===== src/rtl/elliptical_skin_tone_score_core_macros.svh =====
// ----------------------------------------------------------------------------
// Elliptical skin tone score: assertion macros
// Concurrent checks on clk_i with reset rst_ni; empty in synthesis.
// ----------------------------------------------------------------------------
`ifndef ELLIPTICAL_SKIN_TONE_SCORE_CORE_MACROS_SVH
`define ELLIPTICAL_SKIN_TONE_SCORE_CORE_MACROS_SVH
`ifndef SYNTHESIS
// Property must hold at every clock edge out of reset.
`define EST_ASSERT(lbl, prop, msg) \
  lbl: assert property (@(posedge clk_i) disable iff (!rst_ni) (prop)) else $error(msg);
// Consequent must hold in the cycle after the antecedent.
`define EST_ASSERT_NEXT(lbl, ante, cons, msg) \
  lbl: assert property (@(posedge clk_i) disable iff (!rst_ni) (ante) |=> (cons)) \
    else $error(msg);
`else
`define EST_ASSERT(lbl, prop, msg)
`define EST_ASSERT_NEXT(lbl, ante, cons, msg)
`endif
`endif


===== src/rtl/est_pkg.sv =====
`timescale 1ns / 1ps
// ----------------------------------------------------------------------------
// est_pkg
// Types and constants shared by the elliptical skin tone score core.
// ----------------------------------------------------------------------------
package est_pkg;

  typedef enum logic [1:0] {
    SEG_MID,
    SEG_LOW,
    SEG_HIGH
  } seg_e;

  typedef enum logic [2:0] {
    REG_LUMA_KNEES     = 3'd0,
    REG_LUMA_LIMITS    = 3'd1,
    REG_EDGE_WIDTHS    = 3'd2,
    REG_CENTER_WIDTHS  = 3'd3,
    REG_CLUSTER_CENTER = 3'd4,
    REG_ELLIPSE_OFFSET = 3'd5,
    REG_ROTATION       = 3'd6,
    REG_INV_AXES       = 3'd7
  } reg_idx_e;

  localparam int CFG_IDX_W  = 3;
  localparam int CFG_DATA_W = 48;

  typedef struct packed {
    logic [7:0] luma;
    logic [7:0] chroma_red;
    logic [7:0] chroma_blue;
  } pixel_t;

  typedef struct packed {
    logic [7:0] skin_score;
  } score_t;

  typedef struct packed {
    logic [15:0] luma_knees;
    logic [15:0] luma_limits;
    logic [31:0] edge_widths;
    logic [31:0] center_widths;
    logic [31:0] cluster_center;
    logic [31:0] ellipse_offset;
    logic [31:0] rotation;
    logic [47:0] inv_axes;
  } cfg_t;

  localparam cfg_t CFG_RESET = '{
    luma_knees:     16'd48253,
    luma_limits:    16'd60176,
    edge_widths:    32'd236390932,
    center_widths:  32'd788014787,
    cluster_center: 32'd2550492513,
    ellipse_offset: 32'd40436122,
    rotation:       32'd617270177,
    inv_axes:       48'd1429972477354
  };

  // Classified pixel handed from the front end to the back end
  typedef struct packed {
    seg_e       seg;
    logic       ramp;
    logic [7:0] step;
    logic [8:0] lin;
    logic [7:0] span_d;
    logic [7:0] cr;
    logic [7:0] cb;
  } item_t;

  typedef struct packed {
    logic empty;
    logic full;
  } queue_stat_t;

  // Chroma cluster means at the high knee and their luma ramps
  localparam logic [7:0] BASE_CR       = 8'd154;
  localparam logic [7:0] BASE_CB       = 8'd108;
  localparam logic [4:0] SPAN_CR_LO    = 5'd10;
  localparam logic [4:0] SPAN_CR_HI    = 5'd22;
  localparam logic [4:0] SPAN_CB_LO    = 5'd10;
  localparam logic [4:0] SPAN_CB_HI    = 5'd10;

  localparam int DIV_Q_W     = 24;
  localparam int DIV1_NUM_W  = 24;
  localparam int DIV1_DEN_W  = 8;
  localparam int DIV2_NUM_W  = 37;
  localparam int DIV2_DEN_W  = 25;

  localparam logic [63:0] HALF_Q40 = 64'h0000_0080_0000_0000;

endpackage


===== src/rtl/est_queue.sv =====
`timescale 1ns / 1ps
// ----------------------------------------------------------------------------
// est_queue
// Short FIFO of classified pixels between front end and back end.
// ----------------------------------------------------------------------------
module est_queue #(
  parameter int DEPTH = 4
) (
  input  logic                 clk_i,
  input  logic                 rst_ni,
  input  logic                 push_valid_i,
  input  est_pkg::item_t       push_data_i,
  output logic                 push_ready_o,
  input  logic                 pop_i,
  output est_pkg::item_t       head_o,
  output est_pkg::queue_stat_t stat_o
);

  localparam int PTR_W = (DEPTH > 1) ? $clog2(DEPTH) : 1;
  localparam int CNT_W = $clog2(DEPTH + 1);

  est_pkg::item_t mem_q [DEPTH];
  logic [PTR_W-1:0] wr_ptr_q, rd_ptr_q;
  logic [CNT_W-1:0] cnt_q;
  logic push;

  assign stat_o.empty = (cnt_q == '0);
  assign stat_o.full  = (cnt_q == CNT_W'(DEPTH));
  assign push_ready_o = !stat_o.full;
  assign push         = push_valid_i && !stat_o.full;
  assign head_o       = mem_q[rd_ptr_q];

  always_ff @(posedge clk_i or negedge rst_ni) begin
    if (!rst_ni) begin
      wr_ptr_q <= '0;
      rd_ptr_q <= '0;
      cnt_q    <= '0;
    end else begin
      if (push) begin
        wr_ptr_q <= (wr_ptr_q == PTR_W'(DEPTH - 1)) ? '0 : wr_ptr_q + 1'b1;
      end
      if (pop_i) begin
        rd_ptr_q <= (rd_ptr_q == PTR_W'(DEPTH - 1)) ? '0 : rd_ptr_q + 1'b1;
      end
      if (push && !pop_i) begin
        cnt_q <= cnt_q + 1'b1;
      end else if (pop_i && !push) begin
        cnt_q <= cnt_q - 1'b1;
      end
    end
  end

  always_ff @(posedge clk_i) begin
    if (push) begin
      mem_q[wr_ptr_q] <= push_data_i;
    end
  end

endmodule


===== config.mk =====
export PLATFORM = sky130hd
export DESIGN_NAME = est_queue
export DESIGN_NICKNAME = d
export VERILOG_FILES = /design/src/rtl/elliptical_skin_tone_score_core_macros.svh /design/src/rtl/est_pkg.sv /design/src/rtl/est_queue.sv
export SDC_FILE = /design/constraint.sdc
export NUM_CORES = 1
export LEC_CHECK = 0
export ABC_AREA = 0
export ABC_CLOCK_PERIOD_IN_PS = 5200
export BUFFER_PORTS_ARGS = -buffer_cell sky130_fd_sc_hd__buf_2
export CAP_MARGIN = 40
export CORE_UTILIZATION = 50
export CTS_CLUSTER_SIZE = 16
export DETAILED_ROUTE_END_ITERATION = 8
export PLACE_DENSITY_LB_ADDON = 0.15
export SLEW_MARGIN = 30
export SYNTH_ARGS = -nofsm -noshare
export SYNTH_HDL_FRONTEND = slang
export SYNTH_SLANG_ARGS = --single-unit

===== constraint.sdc =====
create_clock -name clk_i -period 5.2 [get_ports clk_i]
set_clock_uncertainty 0.05 [all_clocks]
set_input_delay 0.26 -clock clk_i [delete_from_list [all_inputs] [get_ports clk_i]]
set_output_delay 0.26 -clock clk_i [all_outputs]
set_load 0.005 [all_outputs]

==> results.md <==
* Status: finished, final reports clean
* Met2 WL post-DR at 6.02 mm
* CP Capture Type: primary output
* Sequential area share after synthesis at 80.5%
* Die ar. at 14000 um2
* Worst hold path type: in -> reg
* Slowest-stage cell, CP: dfrtp_4
* CP Cell Sequence: buf_12 -> mux4_2 -> buf_2
* Hold WS at 18.8 ps
* Yosys warnings at 0
* Syn-to-layout area delta at 23.1%
* Tot GR Track Use at 18.3%
* DRC at 0
* Horiz. Die Dim at 118 um
* Drt wl/cell at 19.5 um
* CTS tree: built
* Setup TNS Final at 0 ps
* GP Congestion at 0.699
* Maximum clock frequency at 395 MHz
* ANT cells at 0
* Synth Register Bits at 183
* CTS Buffer Depth at 2
* Pleak at 2.94 nW
* Overflow after GRT at 0
* Final nets at 463
* CP bufs+invs at 2
* Final setup vio count at 0
* TritonCTS buffer count at 17
* Cell area after synthesis at 6780 um2
* Leading cell type in the layout, fill and taps excluded: edfxtp_1
* Pwr dens at 531 nW/um2
* Fin worst setup slack at 2670 ps
* Post-detailed-route count of antenna-violating nets at 0
* First-pass GRT wire length at 18.4 mm
* Crit-path leading delay family: flip-flops
* Startpoint Class: flip-flop
* Die height at 118 um
* Critical Path Fanout Max at 30
* Largest net degree at the start of global routing at 45
* IO Pins at 95
* Synth Instances at 268
* Pre-Repair DR Iteration Count at 5
* Max Used Layer: met4
* Netlist cell types at 21
* Non-filler cells, final at 595
* Highest-count cells in the layout ignoring fill and taps: 176 x edfxtp_1, 94 x buf_2, 44 x mux4_2
* Met3 Wirelength at 592 um
* Worst Path Required at 4890 ps
* Max VDD drop at 292 uV
* Root buf cell: clkbuf_16
* Fin. max-slew vios at 0
* Worst relative slew slack at 55.9%
* Placed Cells at 533
* Critical path type: reg -> out
* Core ar. at 13200 um2
* Vias in the first global route at 3378
* Fin util at 63.1%
* Proportion of layout cells with a drive suffix above 1 at 43.2%
* Port bufs at 94
* Synth Net Count at 323
* Routed via count at 3130
* Clk pin slew, worst setup/hold paths at 60 ps
* Clock Latency Late Sink at 420 ps
* Final HPWL DP at 6.75 mm
* DR vias/cell at 5.26
* Unrepaired setup endpoints after global routing: no
* Worst Max-Slew Pin Slew at 662 ps
* Initial antenna violation count at 0
* Minimum clock period at 2530 ps
* Worst path max stage delay at 830 ps
* Cell row count at 42
* Setup WS pre-CTS at 3000 ps
* Post-Route WL at 11.6 mm
* M1 wire length at 4.88 mm
* Initial Util at 51.2%
* Max Cap Viol at 0
* Crit share post-route at 48.7%
* Clk sinks at 183
* H-tree lvl count at 4
* Arrival time at the worst endpoint at 2220 ps
* Syn Area/Cell at 25.3 um2
* Drt first-iter violations at 228
* Final hold vios at 0
==> synthesized netlist by cell type <==
cell / instances / area, um2
mux2_2: 2 / 22.5
xnor2_1: 1 / 8.76
dfrtp_1: 7 / 175
nor3_1: 2 / 10.0
fa_1: 1 / 20.0
buf_1: 1 / 3.75
and3_2: 4 / 30.0
ha_1: 6 / 75.1
nor2_1: 2 / 7.51
clkbuf_1: 2 / 7.51
buf_2: 3 / 15.0
mux4_2: 44 / 991
buf_6: 1 / 11.3
and2_4: 1 / 8.76
mux2_4: 2 / 30.0
xor2_1: 2 / 17.5
a21o_1: 1 / 7.51
inv_1: 5 / 18.8
edfxtp_1: 176 / 5290
or3b_1: 1 / 8.76
buf_4: 4 / 30.0
==> what timing repair did <==
action | in CTS | in global routing
endpoints found under the hold margin | 128 | 0
resized for setup | 0 | 0
hold buffers | 32 | 0
setup buffers | 0 | 0
==> metrics by stage <==
| stage | instance area [um2] | total power [mW] |
|---|---|---|
| 6_report | 8350 | 4.44 |
| 5_1_grt | 8350 | 4.67 |
| 4_1_cts | 8350 | 4.51 |
| 3_5_place_dp | 7470 | 3.26 |
| 3_3_place_gp | 7450 | 3.21 |
| 2_1_floorplan | 6780 | 2.80 |
==> cell type report <==
class / instances / area, um2
sequential: 183 / 5470
timing repair buffer: 132 / 848
clock inverter: 13 / 139
fill: 945 / 4890
clock buffer: 17 / 425
inverter: 5 / 18.8
multi-input combinational: 69 / 1240
tap: 176 / 220
==> worst paths after layout <==
kind	slack [ps]	cells past startpoint	start	endpoint
setup / recovery	2670	3	rd_ptr_q[0]	head_o[36]
hold / removal	20	1	push_data_i[30]	mem_q[3][30]
setup reg to reg	2980	6	cnt_q[1]	cnt_q[1]
hold reg to reg	440	1	cnt_q[2]	cnt_q[2]
max in group asynchronous	4750	2	rst_ni	rd_ptr_q[0]
min in group asynchronous	160	2	rst_ni	cnt_q[2]
==> per-layer routing <==
metal | up-vias | track usage, %
li1 | 1412 | -
met1 | 1630 | 21.9
met2 | 76 | 31.2
met3 | 12 | 5.79
met4 | 0 | 6.41
met5 | - | 0
==> report_power, final <==
group          switching, mW  internal [mW]  total, mW
logic                  0.511          0.592       1.10
clock network          0.488          0.739       1.23
registers              0.155           1.95       2.11
total                   1.15           3.29       4.44
==> cell families after synthesis <==
group | after synthesis | share of synthesized area, %
simple gates | 10 | 0.959
fa+ha+maj | 7 | 1.40
xor+xnor | 3 | 0.387
buf+inv | 16 | 1.27
flops | 183 | 80.5
mux | 48 | 15.4
compound gates | 1 | 0.111
==> flip-flops by register name, indices dropped and copies added (netlist names) <==
| name | count |
|---|---|
| cnt_q | 3 |
| mem_q | 176 |
| rd_ptr_q | 2 |
| wr_ptr_q | 2 |
No activity file was read; power rests on OpenSTA's default activity.
