[config.mk]
export PLATFORM = sky130hd
export DESIGN_NAME = est_front
export DESIGN_NICKNAME = d
export VERILOG_FILES = /design/src/rtl/elliptical_skin_tone_score_core_macros.svh /design/src/rtl/est_pkg.sv /design/src/rtl/est_front.sv
export SDC_FILE = /design/constraint.sdc
export NUM_CORES = 1
export LEC_CHECK = 0
export ABC_AREA = 1
export BUFFER_PORTS_ARGS = -buffer_cell sky130_fd_sc_hd__buf_2
export CORE_AREA = 2 2 122 124
export DETAILED_ROUTE_END_ITERATION = 10
export DIE_AREA = 0 0 124 126
export HOLD_SLACK_MARGIN = 0.06
export PLACE_DENSITY = 0.65
export REMOVE_ABC_BUFFERS = 1
export SLEW_MARGIN = 25
export SYNTH_ARGS = -nofsm -noshare
export SYNTH_HDL_FRONTEND = slang
export SYNTH_SLANG_ARGS = --single-unit
[constraint.sdc]
create_clock -name clk_i -period 3.2 [get_ports clk_i]
set_input_delay 0.16 -clock clk_i [delete_from_list [all_inputs] [get_ports clk_i]]
set_output_delay 0.16 -clock clk_i [all_outputs]
set_load 0.005 [all_outputs]
[src/rtl/elliptical_skin_tone_score_core_macros.svh]
// ----------------------------------------------------------------------------
// Elliptical skin tone score: assertion macros
// Concurrent checks on clk_i with reset rst_ni; empty in synthesis.
// ----------------------------------------------------------------------------
`ifndef ELLIPTICAL_SKIN_TONE_SCORE_CORE_MACROS_SVH
`define ELLIPTICAL_SKIN_TONE_SCORE_CORE_MACROS_SVH
`ifndef SYNTHESIS
// Property must hold at every clock edge out of reset.
`define EST_ASSERT(lbl, prop, msg) \
  lbl: assert property (@(posedge clk_i) disable iff (!rst_ni) (prop)) else $error(msg);
// Consequent must hold in the cycle after the antecedent.
`define EST_ASSERT_NEXT(lbl, ante, cons, msg) \
  lbl: assert property (@(posedge clk_i) disable iff (!rst_ni) (ante) |=> (cons)) \
    else $error(msg);
`else
`define EST_ASSERT(lbl, prop, msg)
`define EST_ASSERT_NEXT(lbl, ante, cons, msg)
`endif
`endif

[src/rtl/est_pkg.sv]
`timescale 1ns / 1ps
// ----------------------------------------------------------------------------
// est_pkg
// Types and constants shared by the elliptical skin tone score core.
// ----------------------------------------------------------------------------
package est_pkg;

  typedef enum logic [1:0] {
    SEG_MID,
    SEG_LOW,
    SEG_HIGH
  } seg_e;

  typedef enum logic [2:0] {
    REG_LUMA_KNEES     = 3'd0,
    REG_LUMA_LIMITS    = 3'd1,
    REG_EDGE_WIDTHS    = 3'd2,
    REG_CENTER_WIDTHS  = 3'd3,
    REG_CLUSTER_CENTER = 3'd4,
    REG_ELLIPSE_OFFSET = 3'd5,
    REG_ROTATION       = 3'd6,
    REG_INV_AXES       = 3'd7
  } reg_idx_e;

  localparam int CFG_IDX_W  = 3;
  localparam int CFG_DATA_W = 48;

  typedef struct packed {
    logic [7:0] luma;
    logic [7:0] chroma_red;
    logic [7:0] chroma_blue;
  } pixel_t;

  typedef struct packed {
    logic [7:0] skin_score;
  } score_t;

  typedef struct packed {
    logic [15:0] luma_knees;
    logic [15:0] luma_limits;
    logic [31:0] edge_widths;
    logic [31:0] center_widths;
    logic [31:0] cluster_center;
    logic [31:0] ellipse_offset;
    logic [31:0] rotation;
    logic [47:0] inv_axes;
  } cfg_t;

  localparam cfg_t CFG_RESET = '{
    luma_knees:     16'd48253,
    luma_limits:    16'd60176,
    edge_widths:    32'd236390932,
    center_widths:  32'd788014787,
    cluster_center: 32'd2550492513,
    ellipse_offset: 32'd40436122,
    rotation:       32'd617270177,
    inv_axes:       48'd1429972477354
  };

  // Classified pixel handed from the front end to the back end
  typedef struct packed {
    seg_e       seg;
    logic       ramp;
    logic [7:0] step;
    logic [8:0] lin;
    logic [7:0] span_d;
    logic [7:0] cr;
    logic [7:0] cb;
  } item_t;

  typedef struct packed {
    logic empty;
    logic full;
  } queue_stat_t;

  // Chroma cluster means at the high knee and their luma ramps
  localparam logic [7:0] BASE_CR       = 8'd154;
  localparam logic [7:0] BASE_CB       = 8'd108;
  localparam logic [4:0] SPAN_CR_LO    = 5'd10;
  localparam logic [4:0] SPAN_CR_HI    = 5'd22;
  localparam logic [4:0] SPAN_CB_LO    = 5'd10;
  localparam logic [4:0] SPAN_CB_HI    = 5'd10;

  localparam int DIV_Q_W     = 24;
  localparam int DIV1_NUM_W  = 24;
  localparam int DIV1_DEN_W  = 8;
  localparam int DIV2_NUM_W  = 37;
  localparam int DIV2_DEN_W  = 25;

  localparam logic [63:0] HALF_Q40 = 64'h0000_0080_0000_0000;

endpackage

[src/rtl/est_front.sv]
`timescale 1ns / 1ps
// ----------------------------------------------------------------------------
// est_front
// Accepts pixels and classifies luma against the knees and limits.
// ----------------------------------------------------------------------------
module est_front (
  input  logic             clk_i,
  input  logic             rst_ni,
  input  est_pkg::cfg_t    cfg_i,
  input  logic             in_valid_i,
  input  est_pkg::pixel_t  in_data_i,
  output logic             in_ready_o,
  output logic             out_valid_o,
  output est_pkg::item_t   out_data_o,
  input  logic             out_ready_i
);

  logic [7:0] kl, kh, ymin, ymax, y;
  logic signed [8:0] dd;
  est_pkg::item_t item_d, item_q;
  logic valid_q;

  assign kl   = cfg_i.luma_knees[7:0];
  assign kh   = cfg_i.luma_knees[15:8];
  assign ymin = cfg_i.luma_limits[7:0];
  assign ymax = cfg_i.luma_limits[15:8];
  assign y    = in_data_i.luma;

  always_comb begin
    item_d    = '0;
    dd        = '0;
    item_d.cr = in_data_i.chroma_red;
    item_d.cb = in_data_i.chroma_blue;
    if (y < kl) begin
      item_d.seg  = est_pkg::SEG_LOW;
      item_d.step = 8'(kl - y);
      item_d.lin  = 9'($signed({1'b0, y}) - $signed({1'b0, ymin}));
      dd          = $signed({1'b0, kl}) - $signed({1'b0, ymin});
    end else if (y > kh) begin
      item_d.seg  = est_pkg::SEG_HIGH;
      item_d.step = 8'(y - kh);
      item_d.lin  = 9'($signed({1'b0, ymax}) - $signed({1'b0, y}));
      dd          = $signed({1'b0, ymax}) - $signed({1'b0, kh});
    end else begin
      item_d.seg = est_pkg::SEG_MID;
    end
    // empty ramp span leaves mean and width at their edge values
    item_d.ramp   = (item_d.seg != est_pkg::SEG_MID) && (dd > 9'sd0);
    item_d.span_d = dd[7:0];
  end

  assign in_ready_o  = !valid_q || out_ready_i;
  assign out_valid_o = valid_q;
  assign out_data_o  = item_q;

  always_ff @(posedge clk_i or negedge rst_ni) begin
    if (!rst_ni) begin
      valid_q <= 1'b0;
    end else if (in_valid_i && in_ready_o) begin
      valid_q <= 1'b1;
    end else if (out_ready_i) begin
      valid_q <= 1'b0;
    end
  end

  always_ff @(posedge clk_i) begin
    if (in_valid_i && in_ready_o) begin
      item_q <= item_d;
    end
  end

endmodule

==> results list, run 1 <==
- Status: complete, no violations
- Fraction of the yosys area taken by sequential cells: 0.357
* Iteration count of the initial detailed-routing pass: 4
- First-iteration detailed-routing DRC count: 186
* Worst skew pair latency: 0.30 ns
- Counting every sink on the clock net gives 45.
* Final #Nets: 901
- The initial antenna violation count is 0.
- The cell area that synthesis handed to floorplanning was 3770 um^2.
* Worst IR drop on VDD: 0.369 mV
- Synthesis handed over a netlist of 453 instances.
- Fraction of registers with async set/reset: 0.0222
- Final setup fails: 0
- The floorplan has 44 rows.
- In this run the count of I/O pins placed on the die edge is 314.
- Worst rel slew slack: 0.612
- The number of different library cells used by synthesis comes to 36.
- Area delta synth->final: 28.2%
- The average instance in the mapped netlist occupies 8.32 um^2.
* Initial standard-cell utilization of the core: 0.263
* Number of flops mapped to enable cells by yosys: 44
- Summed over all layers, the global routing overflow is 0.
- Of the total synthesized cell area, the portion taken by full adders, half adders and majority gates is 0.191.
- Summing all non-filler instances in the final layout gives an area of 4830 um^2.
- Once the clock tree was built, the resizer swapped 0 gates to a different size.
- Unrepaired setup endpoints after global routing: no
- Pwr dens: 398 nW/um^2
- The critical path is of the input pin to register type.
- Detailed placement finished with a half-perimeter wire length of 9.07 mm.
- First-pass GRT wire length: 17.6 mm
- Data arrival time of the critical path: 2.37 ns
- After detailed placement, the total cell area comes to 4510 um^2.
- For the pin with the worst max-slew slack, the measured transition is 0.583 ns.
* Post-DRT Antenna Nets: 0
- Dividing the final minimum period by the clock period gives 0.691.
* FF+latch count, synth: 45
- Number of pins with negative max-slew slack in the final report: 0
* Worst clock skew: 0.00774 ns
- Largest family of logic cells by synthesized area: simple AND/OR/NAND/NOR gates
* Total negative slack for setup checks: 0 ns
* Routed wire length: 11.1 mm
* Post-route DRC violation count: 0
* Multiplexer share of the synthesized area: 0
- Detailed routing inserted a total of 3,400 vias.
- Path type of the worst min-delay path: input pin to register
- Of the total synthesized cell area, the portion taken by XOR and XNOR cells is 0.0465.
- The via count of the first global-routing pass came to 3,463.
* Gr usage total: 0.150
* Maximum number of buffers from clock root to sink: 2
* Area of the die: 15,600 um^2
* Maximum capacitance violations: 0
- The cell sitting at the root of the clock tree is a sky130_fd_sc_hd__clkbuf_16.
* Number of diodes added for antenna fixing: 0
- TritonCTS clock tree: done
* Reg clk slew, reported paths: 0.07 ns
* Vertical die dimension: 126 um
- STA classifies the critical path startpoint as an input pin.
- Max Clock Freq: 0.452 GHz
* Post-Synth Simple-Gate Area: 0.225
- From left edge to right edge, the die measures 124 um.
* Worst Path Required: 3.36 ns
- Final-layout worst hold slack: 0.0883 ns
- TritonCTS Buffers: 5
- Along the worst path, the maximum fanout reaches 23.
* Pin count of the biggest net entering global routing: 44
- Ys flop type: sky130_fd_sc_hd__edfxtp_1
- # port buffers: 105
- The number of failing hold endpoints at the final stage is 0.
- Final Critical Period: 2.21 ns
- The clock tree synthesis step divided the H-tree into 2 levels.
* Proportion of layout cells with a drive suffix above 1: 0.231
- Placer's final routability congestion estimate: 0.870
* Element type at the critical path end: register
- Via density per instance: 4.45
- Static power due to leakage: 0.00244 uW
* YS warnings: 0
- Area of the placeable core: 14,300 um^2
- Area fraction in compound gates after synthesis: 0.0936
- After detailed routing, the average wire length per cell comes to 14.5 um.
==> cell families after synthesis <==
kind of cell	Yosys count
adder cells (fa/ha/maj)	54
AND/OR/NAND/NOR	191
AO/OA/AOI/OAI	62
flip-flops	45
XOR/XNOR	20
buffers and inverters	81
==> layout make-up <==
cell class                      count  area, um^2
Clock buffer                        5         125
Multi-Input combinational cell    327        2110
Sequential cell                    45        1350
Clock inverter                      3        21.3
Tap cell                          184         230
Inverter                           76         288
Timing Repair Buffer              124         711
Fill cell                        1535        9480
==> synth_stat cells (5+ instances only) <==
master                     number  area share
sky130_fd_sc_hd__a21oi_1       27       0.036
sky130_fd_sc_hd__edfxtp_1      44        0.35
sky130_fd_sc_hd__fa_1           6       0.032
sky130_fd_sc_hd__ha_1          48        0.16
sky130_fd_sc_hd__inv_1         75       0.075
sky130_fd_sc_hd__nand2_1      115        0.11
sky130_fd_sc_hd__nand2_2        7       0.012
sky130_fd_sc_hd__nand3_1       25       0.033
sky130_fd_sc_hd__nand3b_1       6       0.012
sky130_fd_sc_hd__nand4_1        5      0.0083
sky130_fd_sc_hd__nor2_1        21       0.021
sky130_fd_sc_hd__o21ai_0       15       0.020
sky130_fd_sc_hd__o22ai_1        8       0.013
sky130_fd_sc_hd__xnor2_1       10       0.023
sky130_fd_sc_hd__xor2_1        10       0.023
==> sequential cells by signal, summed over array words and instances (netlist names) <==
| signal | count |
|---|---|
| out_valid_o | 1 |
| out_data_o | 44 |
==> metal layers <==
| layer | wire (um) | track usage | vias up |
|---|---|---|---|
| met5 | 0 | 0 | - |
| met1 | 4920 | 0.193 | 1543 |
| met2 | 5210 | 0.240 | 85 |
| met4 | 146 | 0.0390 | 0 |
| li1 | - | - | 1763 |
| met3 | 791 | 0.0507 | 9 |
==> path summary, 6_finish.rpt <==
check                           cells past startpoint               startpoint                  endpoint  slack [ns]
worst min register to register                      2  out_valid_o$_DFFE_PN0P_   out_valid_o$_DFFE_PN0P_        0.59
worst min-delay path                                3               in_valid_i   out_valid_o$_DFFE_PN0P_        0.09
worst max register to register                      2  out_valid_o$_DFFE_PN0P_  out_data_o[10]$_DFFE_PP_        1.72
worst max-delay path                               17               cfg_i[224]  out_data_o[41]$_DFFE_PP_        0.99
min in group asynchronous                           2                   rst_ni   out_valid_o$_DFFE_PN0P_        0.16
max in group asynchronous                           2                   rst_ni   out_valid_o$_DFFE_PN0P_        2.96
==> power breakdown <==
part	internal (uW)	switching [uW]
sequential	724	13.4
clock	291	230
combinational	265	398
==> what timing repair did <==
action | 4_1_cts | 5_1_grt
endpoints found under the setup margin | 0 | 0
endpoints found under the hold margin | 17 | 0
setup buffers | 0 | 0
hold buffers | 17 | 0
==> cells in the final DEF, fill, tap and decap left out, types with 10 or more instances in the layout <==
cell / instances
sky130_fd_sc_hd__buf_2: 105
sky130_fd_sc_hd__o21ai_0: 15
sky130_fd_sc_hd__inv_1: 75
sky130_fd_sc_hd__nor2_1: 21
sky130_fd_sc_hd__nand2_1: 115
sky130_fd_sc_hd__a21oi_1: 26
sky130_fd_sc_hd__xor2_1: 10
sky130_fd_sc_hd__edfxtp_1: 44
sky130_fd_sc_hd__nand3_1: 25
sky130_fd_sc_hd__dlygate4sd3_1: 17
sky130_fd_sc_hd__ha_1: 48
sky130_fd_sc_hd__xnor2_1: 10
==> stage by stage <==
step | total power, uW | std cells | setup WS [ns] | utilization
final | 1920 | 764 | 0.989 | 0.337
after global placement | 1390 | 739 | 0.648 | 0.315
after detailed placement | 1400 | 739 | 0.664 | 0.315
after CTS | 1940 | 764 | 0.965 | 0.337
after global routing | 2050 | 764 | 0.799 | 0.337
after floorplan | 1160 | 448 | 0.157 | -
==> worst max-delay path: stages <==
cell and delay [ns]:
sky130_fd_sc_hd__buf_2 0.09, sky130_fd_sc_hd__inv_1 0.05, sky130_fd_sc_hd__ha_1 0.23, sky130_fd_sc_hd__fa_1 0.39, sky130_fd_sc_hd__inv_1 0.09, sky130_fd_sc_hd__nand3_1 0.08
sky130_fd_sc_hd__nand2_2 0.11, sky130_fd_sc_hd__nand2_1 0.07, sky130_fd_sc_hd__nand2_2 0.07, sky130_fd_sc_hd__nand2_4 0.17, sky130_fd_sc_hd__inv_4 0.23, sky130_fd_sc_hd__nand2_1 0.12
sky130_fd_sc_hd__nand2_1 0.14, sky130_fd_sc_hd__nor2_2 0.05, sky130_fd_sc_hd__nand2_1 0.15, sky130_fd_sc_hd__nor2_1 0.07, sky130_fd_sc_hd__nor2_1 0.09
No activity file was read; power rests on OpenSTA's default activity.
==> run 2, diff against run 1 <==
CORE_AREA = 2 2 123 125   (was 2 2 122 124)
DIE_AREA = 0 0 125 127   (was 0 0 124 126)
PLACE_DENSITY = 0.62   (was 0.65)
clock period = 2.3 ns   (was 3.2 ns; I/O delays follow)
==> run 2 against run 1 <==
- die area is 1.6% higher
- utilization is 0.13 points higher
- critical path depth shrank 1
- combinational power up 42%
- sequential power grew 40%
- sequential cell count did not move
==> results list, run 2 (same netlist as run 1, synthesis figures left out) <==
- Worst rel slew slack: 0.670
* TritonCTS clock tree: done
- Number of diodes added for antenna fixing: 0
- The tightest min-delay check is of the input pin to register type.
* Post-DRT Antenna Nets: 0
- Setup repair after global routing left no endpoint under its margin.
- Summed over all layers, the global routing overflow is 0.
- Path depth of the worst reg2reg path: 2
* Status: complete, no violations
- CTS resizes: 0
* Area of the placeable core: 14,400 um^2
- Maximum capacitance violations: 0
- The first routing iteration left 190 violations.
- Share of the cycle needed by the critical path after routing: 0.819
- The die is 127 um tall.
- Total negative slack for setup checks: 0 ns
- The via count of the first global-routing pass is 3,422.
- Final Critical Period: 1.88 ns
- Element type at the critical path end: register
- Fillers: 1,554
- Max Clock Freq: 0.531 GHz
* Initial standard-cell utilization of the core: 0.261
* Area delta synth->final: 29.6%
* Startpoint-to-endpoint class of the critical path: input pin to register
- Number of pins with negative max-slew slack in the final report: 0
* Number of flip-flops in the largest register: 44
- FF-to-FF Start: out_valid_o$_DFFE_PN0P_
- Worst Setup Slack post-DPL: 0.0812 ns
- Pin count of the biggest net entering global routing: 28
- Clock-pin slew was measured on the worst setup and hold paths at 0.07 ns.
- Reg2Reg Capture Point: out_data_o[1]$_DFFE_PP_
- Worst Path Required: 2.36 ns
- In this run the number of H-tree levels came out at 2.
- Via count of the routed design: 3,386
- The initial antenna violation count came to 1.
- Final HPWL from detailed placement: 9.38 mm
- Clock latency on the worst-skew pair, taken at its later pin, is 0.29 ns.
* First-pass GRT wire length: 17.3 mm
- Post-route DRC violation count: 0
* Pwr dens: 555 nW/um^2
- Setup slack on the critical path of the routed design comes to 0.417 ns.
* Iteration count of the initial detailed-routing pass: 4
* TritonCTS Buffers: 5
- Placed standard-cell area: 4570 um^2
- At the end of the flow the core is filled with cells to 0.339.
- Data on the critical path arrives at its endpoint at 1.94 ns.
- For this design the static power due to leakage is 0.00247 uW.
- Of all nets on the critical path, the largest fanout is 17.
- Setup violations remaining at the end of the flow were counted as 0.
* Clock tree root driver cell: sky130_fd_sc_hd__clkbuf_16
- Hold repair after CTS inserted 17 buffers.
* Sinks on Clock Net: 45
- Worst reg-to-reg setup slack: 1.04 ns
* Routed wire length: 11.2 mm
- At the end of routability-driven placement, the weighted congestion stood at 0.876.
* WL/cell: 14.5 um
- Once the clock tree was built, the setup fixing pass inserted 0 buffers.
* Worst clock skew: 0.00757 ns
* Final #Nets: 908
* Number of cell rows: 44
* Maximum number of buffers from clock root to sink: 2
- Gr usage total: 0.141
- # port buffers: 105
- Most frequent cells in the layout: sky130_fd_sc_hd__nand2_1 (115), sky130_fd_sc_hd__buf_2 (105), sky130_fd_sc_hd__inv_1 (75)
* Width of the die: 125 um
- The number of failing hold endpoints at the final stage is 0.
- The worst hold path begins at in_valid_i.
- The die covers 15,900 um^2.
* Proportion of layout cells with a drive suffix above 1: 0.240
- Worst IR drop on VDD: 0.307 mV
* Worst Hold Depth: 3
- Element type at the critical path start: input pin
* Total I/O pin count: 314
- At the pin with the least slew margin, the transition time is 0.489 ns.
- The path with the worst hold slack has its endpoint at out_valid_o$_DFFE_PN0P_.
* Via density per instance: 4.39
- Most common cell after layout, fill and taps aside: sky130_fd_sc_hd__nand2_1
- The finished cells cover 4890 um^2.
==> run 2: changes by cell type in the layout (fill, tap and decap cells not counted) <==
| cell | previous run | this run |
|---|---|---|
| sky130_fd_sc_hd__buf_4 | 2 | 9 |
| sky130_fd_sc_hd__clkinv_2 | 1 | 0 |
| sky130_fd_sc_hd__clkinv_4 | 0 | 1 |
==> run 2: layout make-up <==
class	instances	area, um^2	area share
multi-input cells	327	2110	0.431
flip-flops and latches	45	1350	0.276
repair buffers	131	763	0.156
inverters	76	288	0.0589
well taps	184	230	0.0471
clock buffers	5	125	0.0256
clock inverters	3	25.0	0.00512
==> run 2: layer usage <==
metal,track usage,vias to the layer above,wire length [um]
met5,0,-,13
met4,0.0366,2,213
met3,0.0239,13,375
met2,0.251,62,5490
met1,0.177,1533,5080
li1,-,1776,-
==> run 2: how the worst max path moves through the flow <==
stage / from / endpoint / slack, ns / cells past startpoint
6_report: cfg_i[224] / out_data_o[41]$_DFFE_PP_ / 0.42 / 16
3_3_place_gp: cfg_i[224] / out_data_o[41]$_DFFE_PP_ / 0.09 / 16
2_1_floorplan: out_valid_o$_DFFE_PN0P_ / out_data_o[0]$_DFFE_PP_ / -0.74 / 1
4_1_cts: cfg_i[224] / out_data_o[41]$_DFFE_PP_ / 0.38 / 16
5_1_grt: cfg_i[224] / out_data_o[41]$_DFFE_PP_ / 0.24 / 16
3_5_place_dp: cfg_i[224] / out_data_o[41]$_DFFE_PP_ / 0.08 / 16
==> run 2: per-stage QoR <==
stage	instances	power, uW	hold WS [ns]
after floorplan	448	1620	-0.181
after global placement	746	1960	-0.105
after detailed placement	746	1960	-0.106
after CTS	771	2730	0.0653
after global routing	771	2900	0.0886
final	771	2710	0.0672
==> run 2: worst max-delay path, stage by stage <==
cell	delay, ns
sky130_fd_sc_hd__buf_2	0.09
sky130_fd_sc_hd__inv_1	0.05
sky130_fd_sc_hd__ha_1	0.23
sky130_fd_sc_hd__fa_1	0.38
sky130_fd_sc_hd__inv_1	0.08
sky130_fd_sc_hd__nand3_1	0.08
sky130_fd_sc_hd__nand2_2	0.08
sky130_fd_sc_hd__nand2_1	0.06
sky130_fd_sc_hd__nand2_2	0.07
sky130_fd_sc_hd__nand2_4	0.13
sky130_fd_sc_hd__nand3_1	0.15
sky130_fd_sc_hd__nand2_1	0.08
sky130_fd_sc_hd__nor2_1	0.11
sky130_fd_sc_hd__nand2_1	0.07
sky130_fd_sc_hd__nor2_1	0.11
sky130_fd_sc_hd__nor2_1	0.05
==> run 2: power by group <==
group          internal [uW]  total, uW  switching, uW
Clock                    409        747            338
Combinational            386        939            553
Sequential              1010       1030           20.8
Total                   1800       2710            911
==> run 3, diff against run 2 <==
CORE_AREA = 2 2 122 124   (was 2 2 123 125)
DIE_AREA = 0 0 124 126   (was 0 0 125 127)
PLACE_DENSITY = 0.65   (was 0.62)
clock period = 1.6 ns   (was 2.3 ns; I/O delays follow)
==> run 3 against run 2 <==
- die area fell by 1.6%
- clock skew is 0.0042 ns lower
- critical path type unchanged
- sequential cell count stayed put
- non-clock buffer count is 102 higher
- sequential share of layout area fell by 4.9 points
- clock power rose by 42%
- the run now ends with negative setup slack left
==> results list, run 3 (same netlist as run 1, synthesis figures left out) <==
- Maximum number of buffers from clock root to sink: 2
- GRT overflow: 0
* Clock tree root driver cell: sky130_fd_sc_hd__clkbuf_16
- Placed standard-cell area: 5260 um^2
* Post-route DRC violation count: 0
* Share of the cycle needed by the critical path after routing: 1.04
- Final worst-path setup slack: -0.0689 ns
- Worst rel slew slack: 0.664
- For this design the top-level I/O count stands at 314.
- The HPWL after detailed placement is 9.87 mm.
* Level count of the clock H-tree: 2
- Element type at the critical path end: register
- Most common cell after layout, fill and taps aside: sky130_fd_sc_hd__nand2_1
* Maximum capacitance violations: 0
* Switching power total: 1470 uW
- Area of the die: 15,600 um^2
- Initial standard-cell utilization of the core: 0.263
- After detailed routing, the average wire length per cell comes to 14.0 um.
- Final Hold Violating Endpoints: 0
* First-iteration detailed-routing DRC count: 239
- Proportion of layout cells with a drive suffix above 1: 0.419
- Iteration count of the initial detailed-routing pass: 4
* Area delta synth->final: 57.8%
* Number of cell rows: 44
* Post-layout utilization of the core: 0.415
* Cell with the most instances on the worst path: sky130_fd_sc_hd__nand2_2
- Worst Path Required: 1.66 ns
* Reg2Reg Capture Point: out_data_o[42]$_DFFE_PP_
- Number of cells on the critical path: 14
- Fin area: 5950 um^2
- The count of buffers added on input and output ports is 105.
- After the flow finishes, the layout carries non-filler instances totaling 874.
* Final Critical Period: 1.67 ns
* Final setup fails: 13
* Worst reg-to-reg setup slack: 0.39 ns
- Sinks on Clock Net: 45
* Number of flip-flops in the largest register: 44
- The critical path is of the input pin to register type.
* Number of diodes added for antenna fixing: 0
* TritonCTS Buffers: 5
* Start point of the critical path: in_data_i[16]
* Sequence of cells on the critical path: buf_8 > ha_4 > fa_2 > inv_2 > nand3_2 > nand2_2 > nand2_2 > nand2_2 > nand2_4 > buf_6 > nand2_2 > inv_1 > nand2_1 > o21ai_1
* Max Clock Freq: 0.599 GHz
- Most frequent cells in the layout: sky130_fd_sc_hd__nand2_1 (109), sky130_fd_sc_hd__buf_4 (106), sky130_fd_sc_hd__buf_2 (102)
- Width of the die: 124 um
- On the final layout, the worst clock skew is 0.00338 ns.
- For this design the static power due to leakage is 0.00299 uW.
- Buf+Inv Stages, Crit Path: 4
- Worst skew pair latency: 0.30 ns
* Via density per instance: 4.44
- Fraction of power consumed by the clock network: 0.240
- The checks that failed: negative setup slack.
* Worst IR drop on VDD: 0.688 mV
* Pwr dens: 741 nW/um^2
- The startpoint identified for the worst register-to-register timing path is out_valid_o$_DFFE_PN0P_.
- After floorplanning, the core was sized to cover 14,300 um^2.
* Max stage delay on crit path: 0.34 ns
* Routed wire length: 12.3 mm
* Fillers: 1,386
- Count of placed standard cells including taps: 837
- Unrepaired setup endpoints after global routing: yes
- For the worst flop-to-flop path, the logic depth is 2.
* Initial antenna violation count: 0
- Proportion of power drawn by flip-flops and latches: 0.336
* First-pass GRT wire length: 19.2 mm
- Gr usage total: 0.162
* Data arrival time of the critical path: 1.73 ns
* Status: complete, but fails checks
* Combinational group share of total power: 0.424
- The final layout contains 1,011 nets.
- Placer's final routability congestion estimate: 0.882
- STA classifies the critical path startpoint as an input pin.
- Internal power contribution: 2940 uW
- In this design, the largest share of critical-path delay is due to simple AND/OR/NAND/NOR gates.
- Slowest cell on crit path: sky130_fd_sc_hd__fa_2
- Along the worst path, the maximum fanout reaches 8.
* Via count of the routed design: 3,884
- Number of pins with negative max-slew slack in the final report: 0
- From bottom edge to top edge, the die measures 126 um.
- The design draws 4410 uW.
- Net Sw Frac: 0.333
* TritonCTS clock tree: done
- After clock tree synthesis, the clock-pin slew on the worst setup and hold paths is 0.06 ns.
- Vias in the first global route: 3,792
- Entering global routing, the biggest net connects 45 pins.
- At the pin with the least slew margin, the transition time is 0.497 ns.
- The min-delay analysis places its worst path in the category input pin to asynchronous set/reset pin.
* Post-DRT Antenna Nets: 0
==> run 3: layer usage <==
metal / routed length [um] / vias up / GRT usage
met5: 0 / - / 0
met4: 193 / 0 / 0.0357
met3: 882 / 18 / 0.0444
met2: 5770 / 120 / 0.264
met1: 5430 / 1759 / 0.214
li1: - / 1987 / -
==> run 3: final cells by class <==
cell class                      instances  area, um^2  area share
Inverter                               76         290      0.0488
Tap cell                              184         230      0.0387
Clock inverter                          3        21.3     0.00358
Multi-Input combinational cell        328        2360       0.397
Timing Repair Buffer                  233        1570       0.265
Sequential cell                        45        1350       0.226
Clock buffer                            5         125      0.0210
==> run 3: stage by stage <==
step / TNS (ns) / setup slack, ns / hold slack [ns]
floorplan: -66.89 / -1.44 / -0.216
global placement: -10.07 / -0.471 / -0.144
detailed placement: -10.30 / -0.491 / -0.143
CTS: -0.992 / -0.111 / 0.0699
global route: -2.28 / -0.201 / 0.0794
finish: -0.407 / -0.0689 / 0.0782
==> run 3: worst max path at each step <==
stage | endpoint | slack (ns)
finish | out_data_o[32]$_DFFE_PP_ | -0.07
global route | out_data_o[41]$_DFFE_PP_ | -0.20
CTS | out_data_o[41]$_DFFE_PP_ | -0.11
detailed placement | out_data_o[41]$_DFFE_PP_ | -0.49
global placement | out_data_o[32]$_DFFE_PP_ | -0.47
floorplan | out_data_o[0]$_DFFE_PP_ | -1.44
==> run 3: power by group through the flow <==
stage / registers [uW] / clock network, uW / logic [uW]
after global placement: 1500 / 0 / 1630
final: 1480 / 1060 / 1870
after floorplan: 1520 / 0 / 809
after CTS: 1480 / 1080 / 1780
after global routing: 1490 / 1120 / 2070
after detailed placement: 1500 / 0 / 1630
==> run 3: timing repair <==
item | CTS | global route
endpoints found under the setup margin | 20 | 25
endpoints found under the hold margin | 18 | 0
resized for setup | 30 | 36
setup buffers | 10 | 3
hold buffers | 18 | 0
gates cloned | 0 | 1
pin swaps | 10 | 12
